### config.mk
export PLATFORM = sky130hd
export DESIGN_NAME = four_digit_display_formatter_scan
export DESIGN_NICKNAME = d
export VERILOG_FILES = /design/src/rtl/core/fdf_pkg.sv /design/src/rtl/core/four_digit_display_formatter_scan.sv /design/src/rtl/core/fdf_fmt.sv
export SDC_FILE = /design/constraint.sdc
export NUM_CORES = 1
export LEC_CHECK = 0
export ABC_AREA = 0
export ABC_CLOCK_PERIOD_IN_PS = 8510
export BUFFER_PORTS_ARGS = -buffer_cell sky130_fd_sc_hd__buf_4
export CORE_UTILIZATION = 60
export CTS_BUF_LIST = sky130_fd_sc_hd__clkbuf_4
export DETAILED_ROUTE_END_ITERATION = 7
export PLACE_DENSITY = 0.86
export SETUP_SLACK_MARGIN = 0.15
export SLEW_MARGIN = 5
export SYNTH_ARGS = -nofsm -noshare
export SYNTH_HDL_FRONTEND = slang
export SYNTH_SLANG_ARGS = --single-unit
### constraint.sdc
create_clock -name clk -period 8.51 [get_ports clk]
set_clock_uncertainty 0.2 [all_clocks]
set_input_delay 0.4255 -clock clk [delete_from_list [all_inputs] [get_ports clk]]
set_output_delay 0.4255 -clock clk [all_outputs]
set_load 0.005 [all_outputs]
### src/rtl/core/fdf_pkg.sv
// Shared types and constants for the four-digit display formatter.
package fdf_pkg;

  // One ASCII character, and the four-character store held units first.
  typedef logic [7:0]       char_t;
  typedef logic [3:0][7:0]  char_quad_t;

  // Digit position on the display, one for units through four for thousands.
  typedef logic [2:0] pos_t;

  // Load result codes.
  typedef enum logic [1:0] {
    STATUS_OK   = 2'd0,
    STATUS_LOW  = 2'd1,
    STATUS_HIGH = 2'd2
  } status_t;

  // Beat action codes.
  localparam logic ACT_LOAD = 1'b0;
  localparam logic ACT_SCAN = 1'b1;

  // Digit positions.
  localparam pos_t POS_UNITS     = 3'd1;
  localparam pos_t POS_TENS      = 3'd2;
  localparam pos_t POS_HUNDREDS  = 3'd3;
  localparam pos_t POS_THOUSANDS = 3'd4;
  localparam pos_t POS_NONE      = 3'd0;

  // Range that can be shown as decimal digits.
  localparam logic signed [15:0] NUM_MIN = -16'sd999;
  localparam logic signed [15:0] NUM_MAX = 16'sd9999;

  // Characters used on the display.
  localparam char_t CH_NUL   = 8'h00;
  localparam char_t CH_ZERO  = 8'h30;
  localparam char_t CH_BLANK = 8'h20;
  localparam char_t CH_MINUS = 8'h2D;
  localparam char_t CH_E     = 8'h45;
  localparam char_t CH_R     = 8'h72;
  localparam char_t CH_H     = 8'h68;
  localparam char_t CH_I     = 8'h69;
  localparam char_t CH_L     = 8'h6C;
  localparam char_t CH_O     = 8'h6F;

endpackage

### src/rtl/core/four_digit_display_formatter_scan.sv
// Top level of the four-digit display formatter with scan multiplexer.
// A load beat formats a signed number into four characters (digits with
// blanked leading zeros and a minus sign, or Erlo/Erhi out of range) and
// returns a status; a scan beat returns the latched character and its
// position, then steps to the next position and latches its character.
// Every beat gives exactly one result. The block takes one beat per clock
// cycle while the result is not stalled: an input register feeds the formatter
// and scan logic, whose result lands in an output register. The output
// register is refilled in the same cycle it is emptied, and the input
// register still takes one beat while a finished result waits to be taken.
// in_stall follows out_stall combinationally when both registers are full.
module four_digit_display_formatter_scan (
  input  logic               clk,
  input  logic               rst_n,
  input  logic               in_valid,
  output logic               in_stall,
  input  logic               in_action,
  input  logic signed [15:0] in_number,
  output logic               out_valid,
  input  logic               out_stall,
  output logic [7:0]         out_shown_char,
  output logic [2:0]         out_digit_position,
  output logic [1:0]         out_status
);

  // Input register.
  logic               in_vld_r;
  logic               act_r;
  logic signed [15:0] num_r;

  // Result register.
  logic                 out_vld_r;
  logic                 out_vld_nxt;
  fdf_pkg::char_t       out_char_r;
  fdf_pkg::char_t       out_char_nxt;
  fdf_pkg::pos_t        out_pos_r;
  fdf_pkg::pos_t        out_pos_nxt;
  fdf_pkg::status_t     out_status_r;
  fdf_pkg::status_t     out_status_nxt;

  // Display state.
  fdf_pkg::char_quad_t  digit_chars_r;
  fdf_pkg::char_quad_t  digit_chars_nxt;
  fdf_pkg::char_t       cur_char_r;
  fdf_pkg::char_t       cur_char_nxt;
  fdf_pkg::pos_t        sel_pos_r;
  fdf_pkg::pos_t        sel_pos_nxt;

  fdf_pkg::char_quad_t  fmt_chars;
  fdf_pkg::status_t     fmt_status;
  logic                 advance;

  // The held beat moves on when the result register is empty or being taken.
  assign advance  = in_vld_r && (!out_vld_r || !out_stall);
  assign in_stall = in_vld_r && !advance;

  fdf_fmt u_fmt (
    .number (num_r),
    .chars  (fmt_chars),
    .status (fmt_status)
  );

  // Input register capture.
  always_ff @(posedge clk) begin
    if (!rst_n) begin
      in_vld_r <= 1'b0;
    end else if (!in_stall) begin
      in_vld_r <= in_valid;
    end
  end

  always_ff @(posedge clk) begin
    if (!in_stall) begin
      act_r <= in_action;
      num_r <= in_number;
    end
  end

  // Result and state update for the beat leaving the input register.
  always_comb begin
    out_vld_nxt     = out_vld_r && out_stall;
    out_char_nxt    = out_char_r;
    out_pos_nxt     = out_pos_r;
    out_status_nxt  = out_status_r;
    digit_chars_nxt = digit_chars_r;
    cur_char_nxt    = cur_char_r;
    sel_pos_nxt     = sel_pos_r;
    if (advance) begin
      out_vld_nxt = 1'b1;
      if (act_r == fdf_pkg::ACT_LOAD) begin
        out_char_nxt    = fdf_pkg::CH_NUL;
        out_pos_nxt     = fdf_pkg::POS_NONE;
        out_status_nxt  = fmt_status;
        digit_chars_nxt = fmt_chars;
      end else begin
        out_char_nxt   = cur_char_r;
        out_pos_nxt    = sel_pos_r;
        out_status_nxt = fdf_pkg::STATUS_OK;
        // Step to the next position; anything past thousands wraps to units.
        unique case (sel_pos_r)
          fdf_pkg::POS_UNITS: begin
            sel_pos_nxt  = fdf_pkg::POS_TENS;
            cur_char_nxt = digit_chars_r[1];
          end
          fdf_pkg::POS_TENS: begin
            sel_pos_nxt  = fdf_pkg::POS_HUNDREDS;
            cur_char_nxt = digit_chars_r[2];
          end
          fdf_pkg::POS_HUNDREDS: begin
            sel_pos_nxt  = fdf_pkg::POS_THOUSANDS;
            cur_char_nxt = digit_chars_r[3];
          end
          default: begin
            sel_pos_nxt  = fdf_pkg::POS_UNITS;
            cur_char_nxt = digit_chars_r[0];
          end
        endcase
      end
    end
  end

  // Control and display state registers.
  always_ff @(posedge clk) begin
    if (!rst_n) begin
      out_vld_r     <= 1'b0;
      digit_chars_r <= '0;
      cur_char_r    <= fdf_pkg::CH_NUL;
      sel_pos_r     <= fdf_pkg::POS_UNITS;
    end else begin
      out_vld_r     <= out_vld_nxt;
      digit_chars_r <= digit_chars_nxt;
      cur_char_r    <= cur_char_nxt;
      sel_pos_r     <= sel_pos_nxt;
    end
  end

  // Result payload register.
  always_ff @(posedge clk) begin
    out_char_r   <= out_char_nxt;
    out_pos_r    <= out_pos_nxt;
    out_status_r <= out_status_nxt;
  end

  assign out_valid          = out_vld_r;
  assign out_shown_char     = out_char_r;
  assign out_digit_position = out_pos_r;
  assign out_status         = out_status_r;

endmodule

### src/rtl/core/fdf_fmt.sv
// Number-to-characters formatter: range check and decimal digit extraction.
module fdf_fmt (
  input  logic signed [15:0] number,
  output fdf_pkg::char_quad_t chars,
  output fdf_pkg::status_t    status
);

  logic        neg;
  logic [16:0] mag_full;
  logic [13:0] mag;
  logic [29:0] prod10;
  logic [26:0] prod100;
  logic [27:0] prod1000;
  logic [10:0] q1;
  logic [7:0]  q2;
  logic [4:0]  q3;
  logic [13:0] rem0;
  logic [10:0] rem1;
  logic [7:0]  rem2;
  logic [3:0]  d0;
  logic [3:0]  d1;
  logic [3:0]  d2;
  logic [3:0]  d3;

  // Magnitude of the number; only its low 14 bits matter inside the range.
  assign neg      = number[15];
  assign mag_full = neg ? (17'd0 - {number[15], number}) : {number[15], number};
  assign mag      = mag_full[13:0];

  // Quotients by 10, 100 and 1000 through reciprocal multiplication. The
  // three products are independent and exact for every magnitude below 16384.
  assign prod10   = 30'(mag) * 30'd52429;
  assign prod100  = 27'(mag) * 27'd5243;
  assign prod1000 = 28'(mag) * 28'd8389;
  assign q1       = prod10[29:19];
  assign q2       = prod100[26:19];
  assign q3       = prod1000[27:23];

  // Each lower digit is the remainder of one quotient against the next; the thousands digit is the last quotient.
  assign rem0 = mag - (14'(q1) * 14'd10);
  assign rem1 = q1 - (11'(q2) * 11'd10);
  assign rem2 = q2 - (8'(q3) * 8'd10);
  assign d0   = rem0[3:0];
  assign d1   = rem1[3:0];
  assign d2   = rem2[3:0];
  assign d3   = q3[3:0];

  // Character selection: error text out of range, otherwise digits with
  // leading zeros blanked and a minus sign on the thousands place.
  always_comb begin
    if (number < fdf_pkg::NUM_MIN) begin
      chars  = {fdf_pkg::CH_E, fdf_pkg::CH_R, fdf_pkg::CH_L, fdf_pkg::CH_O};
      status = fdf_pkg::STATUS_LOW;
    end else if (number > fdf_pkg::NUM_MAX) begin
      chars  = {fdf_pkg::CH_E, fdf_pkg::CH_R, fdf_pkg::CH_H, fdf_pkg::CH_I};
      status = fdf_pkg::STATUS_HIGH;
    end else begin
      status   = fdf_pkg::STATUS_OK;
      chars[0] = fdf_pkg::CH_ZERO + {4'h0, d0};
      chars[1] = ((d3 | d2 | d1) != 4'h0) ? (fdf_pkg::CH_ZERO + {4'h0, d1})
                                           : fdf_pkg::CH_BLANK;
      chars[2] = ((d3 | d2) != 4'h0) ? (fdf_pkg::CH_ZERO + {4'h0, d2})
                                      : fdf_pkg::CH_BLANK;
      chars[3] = (d3 != 4'h0) ? (fdf_pkg::CH_ZERO + {4'h0, d3}) : fdf_pkg::CH_BLANK;
      if (neg) begin
        chars[3] = fdf_pkg::CH_MINUS;
      end
    end
  end

endmodule

# After elaboration in Yosys (flattened, before gate mapping)
# Index checks and enable logic that the tools add are counted.
# totals
regBits	75
in_bits	21
# classes
eq_ne	3
mul	6
n_addsub	8
muxes	12
reduce_logical	13
order_cmp	2
bitwise_logic	3
# op_table
cell	count
32-bit 2-to-1 mux	2
8-bit 2-to-1 mux	4
14-bit by 16-bit multiplier with 30-bit output, second input constant	1
6-bit by 4-bit adder with 7-bit output, first input constant	4
14-bit by 14-bit multiplier with 28-bit output, second input constant	1
14-bit by 13-bit multiplier with 27-bit output, second input constant	1
8-bit one-hot mux with 3 select lines	1
16-bit by 15-bit > comparator with 1-bit output, second input constant	1
16-bit by 11-bit less-than comparator with 1-bit output, second input constant	1
14-bit 2-to-1 mux	1
1-bit by 14-bit subtractor with 14-bit output, first input constant	1
4-bit nonzero test	3
4-bit subtractor	3
11-bit by 3-bit multiplier with 3-bit output, second input constant	1
3-bit one-hot mux with 3 select lines	1
8-bit by 3-bit multiplier with 3-bit output, second input constant	1
4-bit OR	2
3-bit by 2-bit equality test with 1-bit output, second input constant	2
5-bit by 3-bit multiplier with 3-bit output, second input constant	1
2-bit AND reduction	2
3-bit by 1-bit equality test with 1-bit output, second input constant	1
1-bit logical AND	3
1-bit logical NOT	3
1-bit 2-to-1 mux	2
other kinds (4)	4

# Logic depth before layout (Yosys ltp)
# Gate-level depths: netlist of run 1.
# depth
depth_word	11
depth_mapped	36

# Modules after synthesis
# From an unflattened synthesis of run 1, not the netlist that was laid out.
# hier_totals
hier_cells	1235
area_unflattened_um2	11539.8
# by_module_without_submodules
module	area_per_inst_um2	cells_each	instances
fdf_fmt	8643.3	963	1
four_digit_display_formatter_scan	2896.5	272	1

# Worst setup path after synthesis of run 1
# No wires, ideal clock.
# synth_path
kind	reg2reg
start	register num_r[0]
end	register digit_chars_r[12] (netlist name)
path_slack_ns	-0.836
path_stages_with_launch	37
t_arrival_ns	9.015
path_buffers	0
t_required_ns	8.179
path_cell_list	edfxtp_1 > inv_1 > ha_1 > or4b_1 > or2_2 > nand2_1 > xor2_1 > inv_1 > fa_1 > ha_1 > inv_1 > fa_1 > inv_1 > fa_1 > inv_1 > fa_1 > inv_1 > ha_1 > a21o_1 > a221o_1 > or4_1 > o221a_2 > nor2_1 > nor2b_1 > nor2_1 > xor2_1 > ha_1 > fa_1 > xor2_1 > xnor2_1 > xnor2_1 > nand2_1 > a211o_1 > o311ai_1 > nand2_1 > nor4_2 > a31oi_1
# synth_via
elab_chain_len	11
elab_cells_between_ends	18
classes_between	add/sub (4); mul (5); order compare (2); mux (4); bitwise (2); reduce/logical (1)
# synth_rtl
item	line_no	source
start, declared	four_digit_display_formatter_scan.sv:29	logic signed [15:0] num_r;
start signal, assigned	four_digit_display_formatter_scan.sv:75	num_r <= in_number;
branches (longest 10 deep; another with 14-bit by 13-bit multiplier with 27-bit output)	n/a	
32-bit 2-to-1 mux (*)	fdf_fmt.sv:51	if (number < fdf_pkg::NUM_MIN) begin
end signal, assigned	four_digit_display_formatter_scan.sv:131	digit_chars_r <= digit_chars_nxt;
end, declared	four_digit_display_formatter_scan.sv:42	fdf_pkg::char_quad_t digit_chars_r;
# Mark *: on every way between the ends.
# A chain may end at the register's enable or synchronous reset.

# Final worst setup path of run 1
# layout_path
start	register num_r[0]
end	register digit_chars_r[11] (netlist name)
# The elaborated chain is that of the path after synthesis.

==> summary.txt, run 1 <==
Final layout
  • Final #Nets: 1644
  • Area Overhead vs Synth: 19.7%
  • Fin area: 12800 sq um
  • Fraction of layout cells with a size suffix above 1: 19.9%
  • Ant diodes: 0

Timing
  • Setup ws final: -1.10 ns
  • Final min period: 9.61 ns
  • Fin crit share: 113%
  • Final Hold Viols: 0
  • Normalized max-slew margin: 30.2%
  • Worst-Margin Slew: 1.04 ns
  • Fmax: 104 MHz
  • Count of final max-slew check failures: 0
  • # setup viols final: 8
  • RSZ-0062 raised after global routing: yes

Global route
  • First-pass GRT wire length: 48400 um
  • Residual overflow from global routing: 0
  • Largest net degree at the start of global routing: 37
  • Initial antenna violation count: 2
  • GRT Overall Usage: 35.7%
  • GR Util met3: 7.82%
  • GR Util met1: 40.6%
  • Grt peak-use layer: met2
  • Vias in the first global route: 9316
  • Routing usage on met2: 58.9%

Detailed routing
  • Initial DRC count: 1093
  • DRT antenna net count: 0
  • DRT Pass-1 Iters: 7
  • Via density: 6.38
  • Drt wl/cell: 25.6 um
  • Final wirelength: 38200 um
  • Routed vias: 9535
  • # DRC: 0

Clock tree
  • Clk slew on worst S/H paths: 0.11 ns
  • CTS tree: built
  • CTS Buf Count: 9
  • H-tree levels: 3
  • Clock sink total: 63
  • Clk_lat worst skew: 0.49 ns
  • Clk root buf: clkbuf_4
  • Max clock buf depth: 2

Min path
  • Hold Path End: out_valid$_SDFF_PN0_
  • Hold depth: 3
  • Hold Startpoint: out_stall
  • HP Class: input port to flip-flop

Placement
  • Dpl cell area: 12100 sq um
  • Port Buf Inserts: 34
  • Placer Congestion: 0.956
  • HPWL Detailed: 23500 um
  • Pre-CTS setup slack: -0.352 ns

Run status
  • Status: finished with violations
  • Violated checks: negative setup slack

Die
  • Row count: 48
  • Starting Density: 61.5%
  • Width of the die: 135 um
  • Core footprint: 17400 sq um
  • Die height: 135 um
  • Die ar.: 18300 sq um
  • IO Pins: 36

Setup path
  • Crit Path Category: flip-flop to flip-flop
  • RR Startpoint: num_r[0]$_DFFE_PN_
  • Critical Path Slowest Stage Cell: fa_1
  • Critical path arrival: 9.73 ns
  • Reg2reg end: digit_chars_r[11]$_SDFFE_PN0P_
  • CP max stage delay: 0.61 ns
  • R2R cell count: 32
  • Reg2reg setup slack: -1.10 ns
  • Critical path launch point type: flip-flop
  • Worst Path Required: 8.63 ns
  • Worst Path Max Fanout: 6
  • Worst Setup End Kind: flip-flop

Yosys
  • Synth Cell Area: 10700 sq um
  • Distinct cells, synth: 70
  • Number of enable flip-flop cells after synthesis: 29
  • List of most frequent post-synthesis cells: 292 x inv_1, 229 x ha_1, 130 x fa_1
  • Most frequent cell after synthesis: inv_1
  • Syn Nets: 1488
  • Top_reg_cell synth: dfxtp_1
  • Area leader, netlist: ha_1
  • Top cell type's share of synthesized area: 26.9%
  • Asr flop ratio synth: 0%
  • Seq/Total Area, Yosys: 14.5%
  • Yosys warns: 0
  • Mapped Avg Cell Area: 9.63 sq um
  • Synthesized flop and latch total: 63
  • Synth area leaders: ha_1 27%, fa_1 24%, inv_1 10%
  • Gate count of the mapped netlist: 1108

Flow run
  • Max Cap Viol: 0
==> sequential cells by signal, indices dropped and copies added (netlist names) <==
name / count
digit_chars_r: 22
num_r: 16
cur_char_r: 7
out_shown_char: 7
out_digit_position: 3
sel_pos_r: 3
out_status: 2
act_r: 1
in_vld_r: 1
out_valid: 1
==> stage by stage <==
| step | setup TNS, ns | hold slack, ns | std cells | utilization (%) |
|---|---|---|---|---|
| final | -5.36 | 0.0963 | 1494 | 73.6 |
| after global routing | -6.71 | 0.0994 | 1494 | 73.6 |
| after CTS | -0.615 | 0.0953 | 1488 | 72.3 |
| after detailed placement | -1.24 | 0.257 | 1448 | 69.6 |
| after global placement | -0.247 | 0.248 | 1448 | 69.6 |
| after floorplan | -0.731 | 0.234 | 1108 | - |
==> kinds of logic after synthesis <==
| logic type | Yosys count | synth area share [%] |
|---|---|---|
| and+or+nand+nor | 175 | 8.65 |
| muxes | 6 | 0.563 |
| buffers and inverters | 317 | 11.4 |
| adders and majority gates | 359 | 51.2 |
| DFF | 63 | 14.5 |
| AOI/OAI and AO/OA | 138 | 9.08 |
| xor gates and xnor gates | 49 | 4.53 |
| other | 1 | 0.0351 |
==> layout by cell type (no fill, tap or decap), types with 9 or more instances in the layout <==
cell type,synthesis,layout
inv_1,292,280
ha_1,229,216
buf_4,2,143
fa_1,130,124
nand2_1,45,44
dfxtp_1,34,34
edfxtp_1,29,29
a21oi_1,28,27
o21ai_0,25,25
nor2_1,27,24
and2_1,20,20
xnor2_1,26,19
dlygate4sd3_1,0,18
nand3_1,17,17
nor2b_1,16,16
xor2_1,19,14
a21o_1,13,13
inv_2,2,11
ha_4,0,11
o211ai_1,9,9
clkbuf_4,0,9
==> layer usage <==
metal | wire (um) | vias to the layer above
met2 | 16600 | 753
met5 | 28 | -
met1 | 12100 | 4505
met4 | 4480 | 2
met3 | 4890 | 380
li1 | - | 3895
==> critical path, delay by kind of cell (launching register included) <==
kind,cells,cell delay [ns]
xor gates and xnor gates,6,1.31
AOI/OAI and AO/OA,4,1.46
buffers and inverters,8,0.93
DFF,1,0.44
and+or+nand+nor,6,1.89
adders and majority gates,8,3.23
==> area by class of cell <==
class                           count  area (sq um)
Timing Repair Buffer              167          1320
Multi-Input combinational cell    728          8360
Clock buffer                        9          67.6
Inverter                          295          1120
Sequential cell                    63          1550
Tap cell                          225           282
Fill cell                        1013          4580
Clock inverter                      7          72.6
==> worst max-delay path by stage <==
stage / slack [ns] / to / start
after floorplan: -0.29 / digit_chars_r[12]$_SDFFE_PN0P_ / num_r[0]$_DFFE_PN_
after global placement: -0.09 / digit_chars_r[19]$_SDFFE_PN0P_ / num_r[1]$_DFFE_PN_
after detailed placement: -0.35 / digit_chars_r[12]$_SDFFE_PN0P_ / num_r[0]$_DFFE_PN_
after CTS: -0.20 / digit_chars_r[12]$_SDFFE_PN0P_ / num_r[0]$_DFFE_PN_
after global routing: -1.23 / digit_chars_r[11]$_SDFFE_PN0P_ / num_r[0]$_DFFE_PN_
final: -1.10 / digit_chars_r[11]$_SDFFE_PN0P_ / num_r[0]$_DFFE_PN_
==> repair_timing <==
item | 4_1_cts | 5_1_grt
setup buffers | 6 | 6
hold buffers | 18 | 0
endpoints found under the hold margin | 18 | 0
endpoints found under the setup margin | 4 | 7
pin swaps | 13 | 18
resized for setup | 18 | 36
Power of run 1 is not shown: default switching activity piles up to over one toggle a cycle in this logic, so the estimate is an artifact.
==> run 2: changes to the inputs <==
==> constraint.sdc (replaced) <==
create_clock -name clk -period 8.51 [get_ports clk]
set_clock_uncertainty 0.2 [all_clocks]
set_input_delay 1.2765 -clock clk [delete_from_list [all_inputs] [get_ports clk]]
set_output_delay 1.2765 -clock clk [all_outputs]
set_load 0.005 [all_outputs]
==> summary.txt, run 2 (same netlist as run 1, synthesis figures left out) <==
Detailed routing
  • DRT antenna net count: 0
  • Drt wl/cell: 23.5 um
  • Via density: 6.20
  • Metal-1 WL: 11700 um
  • DRT Pass-1 Iters: 6
  • Met2 WL: 16100 um
  • Routed vias: 9220
  • Final wirelength: 34900 um
  • # DRC: 0
  • DR top layer: met4
  • Routed met3 length: 3460 um
  • Initial DRC count: 953

Timing
  • Setup ws final: -0.595 ns
  • RSZ-0062 raised after global routing: yes
  • Fin crit share: 107%
  • Final Hold Viols: 0
  • Count of final max-slew check failures: 0
  • Worst-Margin Slew: 0.928 ns
  • Final min period: 9.11 ns
  • Normalized max-slew margin: 37.9%
  • # setup viols final: 5
  • Fmax: 110 MHz

Final layout
  • Commonest cells after routing, fill and taps aside: 269 x inv_1, 207 x ha_1, 152 x buf_4
  • Final #Nets: 1637
  • Number of fill cells: 994
  • Seq. cell area: 1550 sq um
  • Area Overhead vs Synth: 20.3%
  • Largest Register: digit_chars_r
  • Fraction of layout cells with a size suffix above 1: 23.2%
  • Most common cell after layout, fill and taps aside: inv_1
  • Fin area: 12800 sq um
  • Largest register FFs: 22
  • Largest regs: digit_chars_r x22, num_r x16
  • Multi-input logic area: 8500 sq um

Clock tree
  • Clk root buf: clkbuf_4
  • CTS Buf Count: 9
  • CTS tree: built
  • Clk_lat worst skew: 0.45 ns
  • H-tree levels: 3
  • Clk slew on worst S/H paths: 0.11 ns
  • Max clock buf depth: 2
  • Hold Buf Count CTS: 0
  • Clock sink total: 63

Setup path
  • CP max stage delay: 0.59 ns
  • CP bufs+invs: 7
  • CP delay by family, top: adder cells
  • Critical Path Slowest Stage Cell: fa_1
  • RR Startpoint: num_r[0]$_DFFE_PN_
  • Worst Path Required: 8.63 ns
  • Critical path arrival: 9.22 ns
  • Worst Setup End Kind: flip-flop
  • Worst setup path startpoint: num_r[0]$_DFFE_PN_
  • Worst Path Max Fanout: 4
  • Crit Path Category: flip-flop to flip-flop
  • Critical path launch point type: flip-flop

Die
  • Die height: 135 um
  • Row count: 48
  • Width of the die: 135 um
  • Core footprint: 17400 sq um
  • Starting Density: 61.5%
  • Die ar.: 18300 sq um
  • IO Pins: 36

Placement
  • HPWL Detailed: 23500 um
  • Placer Congestion: 0.956
  • Port Buf Inserts: 34
  • Dpl cell area: 12100 sq um

Flow run
  • Max Cap Viol: 0

Global route
  • Vias in the first global route: 9060
  • GRT Overall Usage: 33.4%
  • Largest net degree at the start of global routing: 37
  • Initial antenna violation count: 1
  • Residual overflow from global routing: 0
  • First-pass GRT wire length: 45800 um

Run status
  • Violated checks: negative setup slack
  • Status: finished with violations

Min path
  • HP Class: flip-flop to flip-flop
  • Hold Startpoint: digit_chars_r[1]$_SDFFE_PN0P_
## run 2: final timing paths
check        cells past startpoint  slack (ns)                        endpoint
min reg2reg                      2        0.27   digit_chars_r[1]$_SDFFE_PN0P_
min                              2        0.27   digit_chars_r[1]$_SDFFE_PN0P_
max                             37       -0.60  digit_chars_r[12]$_SDFFE_PN0P_
max reg2reg                     37       -0.60  digit_chars_r[12]$_SDFFE_PN0P_
## run 2: area by class of cell
cell class | instances | area share [%]
Sequential cell | 63 | 12.1
Tap cell | 225 | 2.19
Clock inverter | 7 | 0.565
Timing Repair Buffer | 160 | 9.66
Clock buffer | 9 | 0.526
Inverter | 295 | 8.73
Antenna cell | 1 | 0.0195
Multi-Input combinational cell | 728 | 66.2
## run 2: worst reg2reg max path, delay by kind of cell (launching register included)
family	cells	cell delay [ns]
XOR/XNOR	5	0.77
AO/OA/AOI/OAI	6	1.33
AND/OR/NAND/NOR	10	2.20
adder cells (fa/ha/maj)	9	3.41
buffers and inverters	7	0.64
flip-flops	1	0.44
## run 2: metal layers
metal | global-route usage, % | vias to the layer above
met5 | 0 | -
met4 | 20.4 | 0
met3 | 6.88 | 295
met2 | 55.5 | 633
met1 | 39.8 | 4422
li1 | - | 3870
## run 2: through the flow
| stage | utilization (%) | setup TNS [ns] | hold slack, ns | instances | worst slack (ns) |
|---|---|---|---|---|---|
| 2_1_floorplan | - | -0.731 | 0.234 | 1108 | -0.286 |
| 3_3_place_gp | 69.6 | -0.247 | 0.248 | 1448 | -0.0917 |
| 3_5_place_dp | 69.6 | -1.24 | 0.257 | 1448 | -0.352 |
| 4_1_cts | 71.2 | -0.615 | 0.272 | 1470 | -0.195 |
| 5_1_grt | 74.0 | -4.09 | 0.301 | 1487 | -0.857 |
| 6_report | 74.0 | -2.19 | 0.273 | 1488 | -0.595 |
## run 2: repair_timing
action / CTS / global route
resized for setup: 18 / 70
pin swaps: 13 / 53
setup buffers: 6 / 17
endpoints found under the setup margin: 4 / 7
Power of run 2 is left out for the same reason.
==> run 3: changes to the inputs <==
--- a/config.mk
+++ b/config.mk
@@ -12,8 +12,10 @@
 export CTS_BUF_LIST = sky130_fd_sc_hd__clkbuf_4
 export DETAILED_ROUTE_END_ITERATION = 7
 export PLACE_DENSITY = 0.86
+export RECOVER_POWER = 25
 export SETUP_SLACK_MARGIN = 0.15
 export SLEW_MARGIN = 5
 export SYNTH_ARGS = -nofsm -noshare
 export SYNTH_HDL_FRONTEND = slang
 export SYNTH_SLANG_ARGS = --single-unit
+export TNS_END_PERCENT = 50
==> summary.txt, run 3 (same netlist as run 1, synthesis figures left out) <==
Die
  • Row count: 48
  • Width of the die: 135 um
  • IO Pins: 36
  • Die ar.: 18300 sq um
  • Core footprint: 17400 sq um
  • Die height: 135 um
  • Starting Density: 61.5%

Timing
  • Worst-Margin Slew: 0.951 ns
  • Count of final max-slew check failures: 0
  • # setup viols final: 4
  • Final min period: 8.63 ns
  • Final Hold Viols: 0
  • Fin crit share: 101%
  • Setup ws final: -0.118 ns
  • RSZ-0062 raised after global routing: yes
  • Normalized max-slew margin: 36.1%
  • Fmax: 116 MHz
  • Sum Neg Setup Slack: -0.402 ns

Global route
  • Largest net degree at the start of global routing: 37
  • First-pass GRT wire length: 44800 um
  • Vias in the first global route: 8818
  • Initial antenna violation count: 0
  • Residual overflow from global routing: 0
  • GRT Overall Usage: 32.7%

Detailed routing
  • DRT Pass-1 Iters: 5
  • Routed vias: 8444
  • DRT antenna net count: 0
  • Drt wl/cell: 19.5 um
  • # DRC: 0
  • Initial DRC count: 605
  • Via density: 5.71
  • Final wirelength: 28900 um

Placement
  • Port Buf Inserts: 34
  • Placer Congestion: 1.02
  • HPWL Detailed: 23400 um
  • Dpl cell area: 12100 sq um

Final layout
  • Area Overhead vs Synth: 18.3%
  • Final Util: 72.7%
  • Fin area: 12600 sq um
  • Largest register FFs: 22
  • Fraction of layout cells with a size suffix above 1: 19.9%
  • Largest regs: digit_chars_r x22, num_r x16
  • Final #Nets: 1630
  • Commonest cells after routing, fill and taps aside: 282 x inv_1, 212 x ha_1, 132 x buf_4
  • Largest Register: digit_chars_r
  • Ant diodes: 0
  • Most common cell after layout, fill and taps aside: inv_1

Clock tree
  • Hold Buf Count CTS: 0
  • H-tree levels: 3
  • Clk root buf: clkbuf_4
  • Clk slew on worst S/H paths: 0.11 ns
  • Clock sink total: 63
  • CTS Buf Count: 9
  • Max clock buf depth: 2
  • CTS tree: built
  • Clk_lat worst skew: 0.43 ns

Min path
  • HP Class: flip-flop to flip-flop
  • Hold depth: 2

Setup path
  • Critical path arrival: 8.79 ns
  • Worst Setup End Kind: flip-flop
  • CP max stage delay: 0.53 ns
  • Worst Path Required: 8.67 ns
  • Crit Path Category: flip-flop to flip-flop
  • Critical path launch point type: flip-flop
  • Worst Path Max Fanout: 5
  • Critical Path Slowest Stage Cell: fa_1
  • R2R cell count: 37

Run status
  • Violated checks: negative setup slack
  • Status: finished with violations

Flow run
  • Max Cap Viol: 0
## run 3: worst paths after layout
check,start,slack (ns),endpoint
worst max-delay path,num_r[1]$_DFFE_PN_,-0.12,digit_chars_r[19]$_SDFFE_PN0P_
worst min-delay path,digit_chars_r[28]$_SDFFE_PN0P_,0.27,digit_chars_r[28]$_SDFFE_PN0P_
worst max register to register,num_r[1]$_DFFE_PN_,-0.12,digit_chars_r[19]$_SDFFE_PN0P_
worst min register to register,digit_chars_r[28]$_SDFFE_PN0P_,0.27,digit_chars_r[28]$_SDFFE_PN0P_
## run 3: timing repair
item | 4_1_cts | 5_1_grt
pin swaps | 21 | 18
setup endpoints to repair | 4 | 5
resized for setup | 28 | 18
buffers inserted | 14 | 3
## run 3: per-layer routing
metal | track usage [%] | wire (um)
met5 | 0 | 0
met4 | 14.7 | 1410
met3 | 5.05 | 1800
met2 | 55.8 | 14300
met1 | 40.8 | 11400
## run 3: through the flow
stage	hold WS [ns]	cells	setup WS, ns
floorplan	0.234	1108	-0.286
global placement	0.243	1447	-0.0215
detailed placement	0.248	1447	-0.321
CTS	0.266	1477	-0.0473
global route	0.286	1480	-0.502
finish	0.268	1480	-0.118
## run 3: cell type report
class | instances | area (sq um)
multi-input combinational | 728 | 8310
fill | 1114 | 4730
sequential | 63 | 1550
timing repair buffer | 153 | 1190
inverter | 295 | 1120
tap | 225 | 282
clock inverter | 7 | 103
clock buffer | 9 | 67.6
## run 3: worst max-delay path, delay by kind of cell, from the launching register on
| kind | cells | cell delay, ns |
|---|---|---|
| adder cells (fa/ha/maj) | 9 | 2.99 |
| AND/OR/NAND/NOR | 7 | 1.56 |
| AO/OA/AOI/OAI | 7 | 1.46 |
| XOR/XNOR | 8 | 1.32 |
| buffers and inverters | 6 | 0.62 |
| flip-flops | 1 | 0.42 |
Power of run 3 is left out for the same reason.
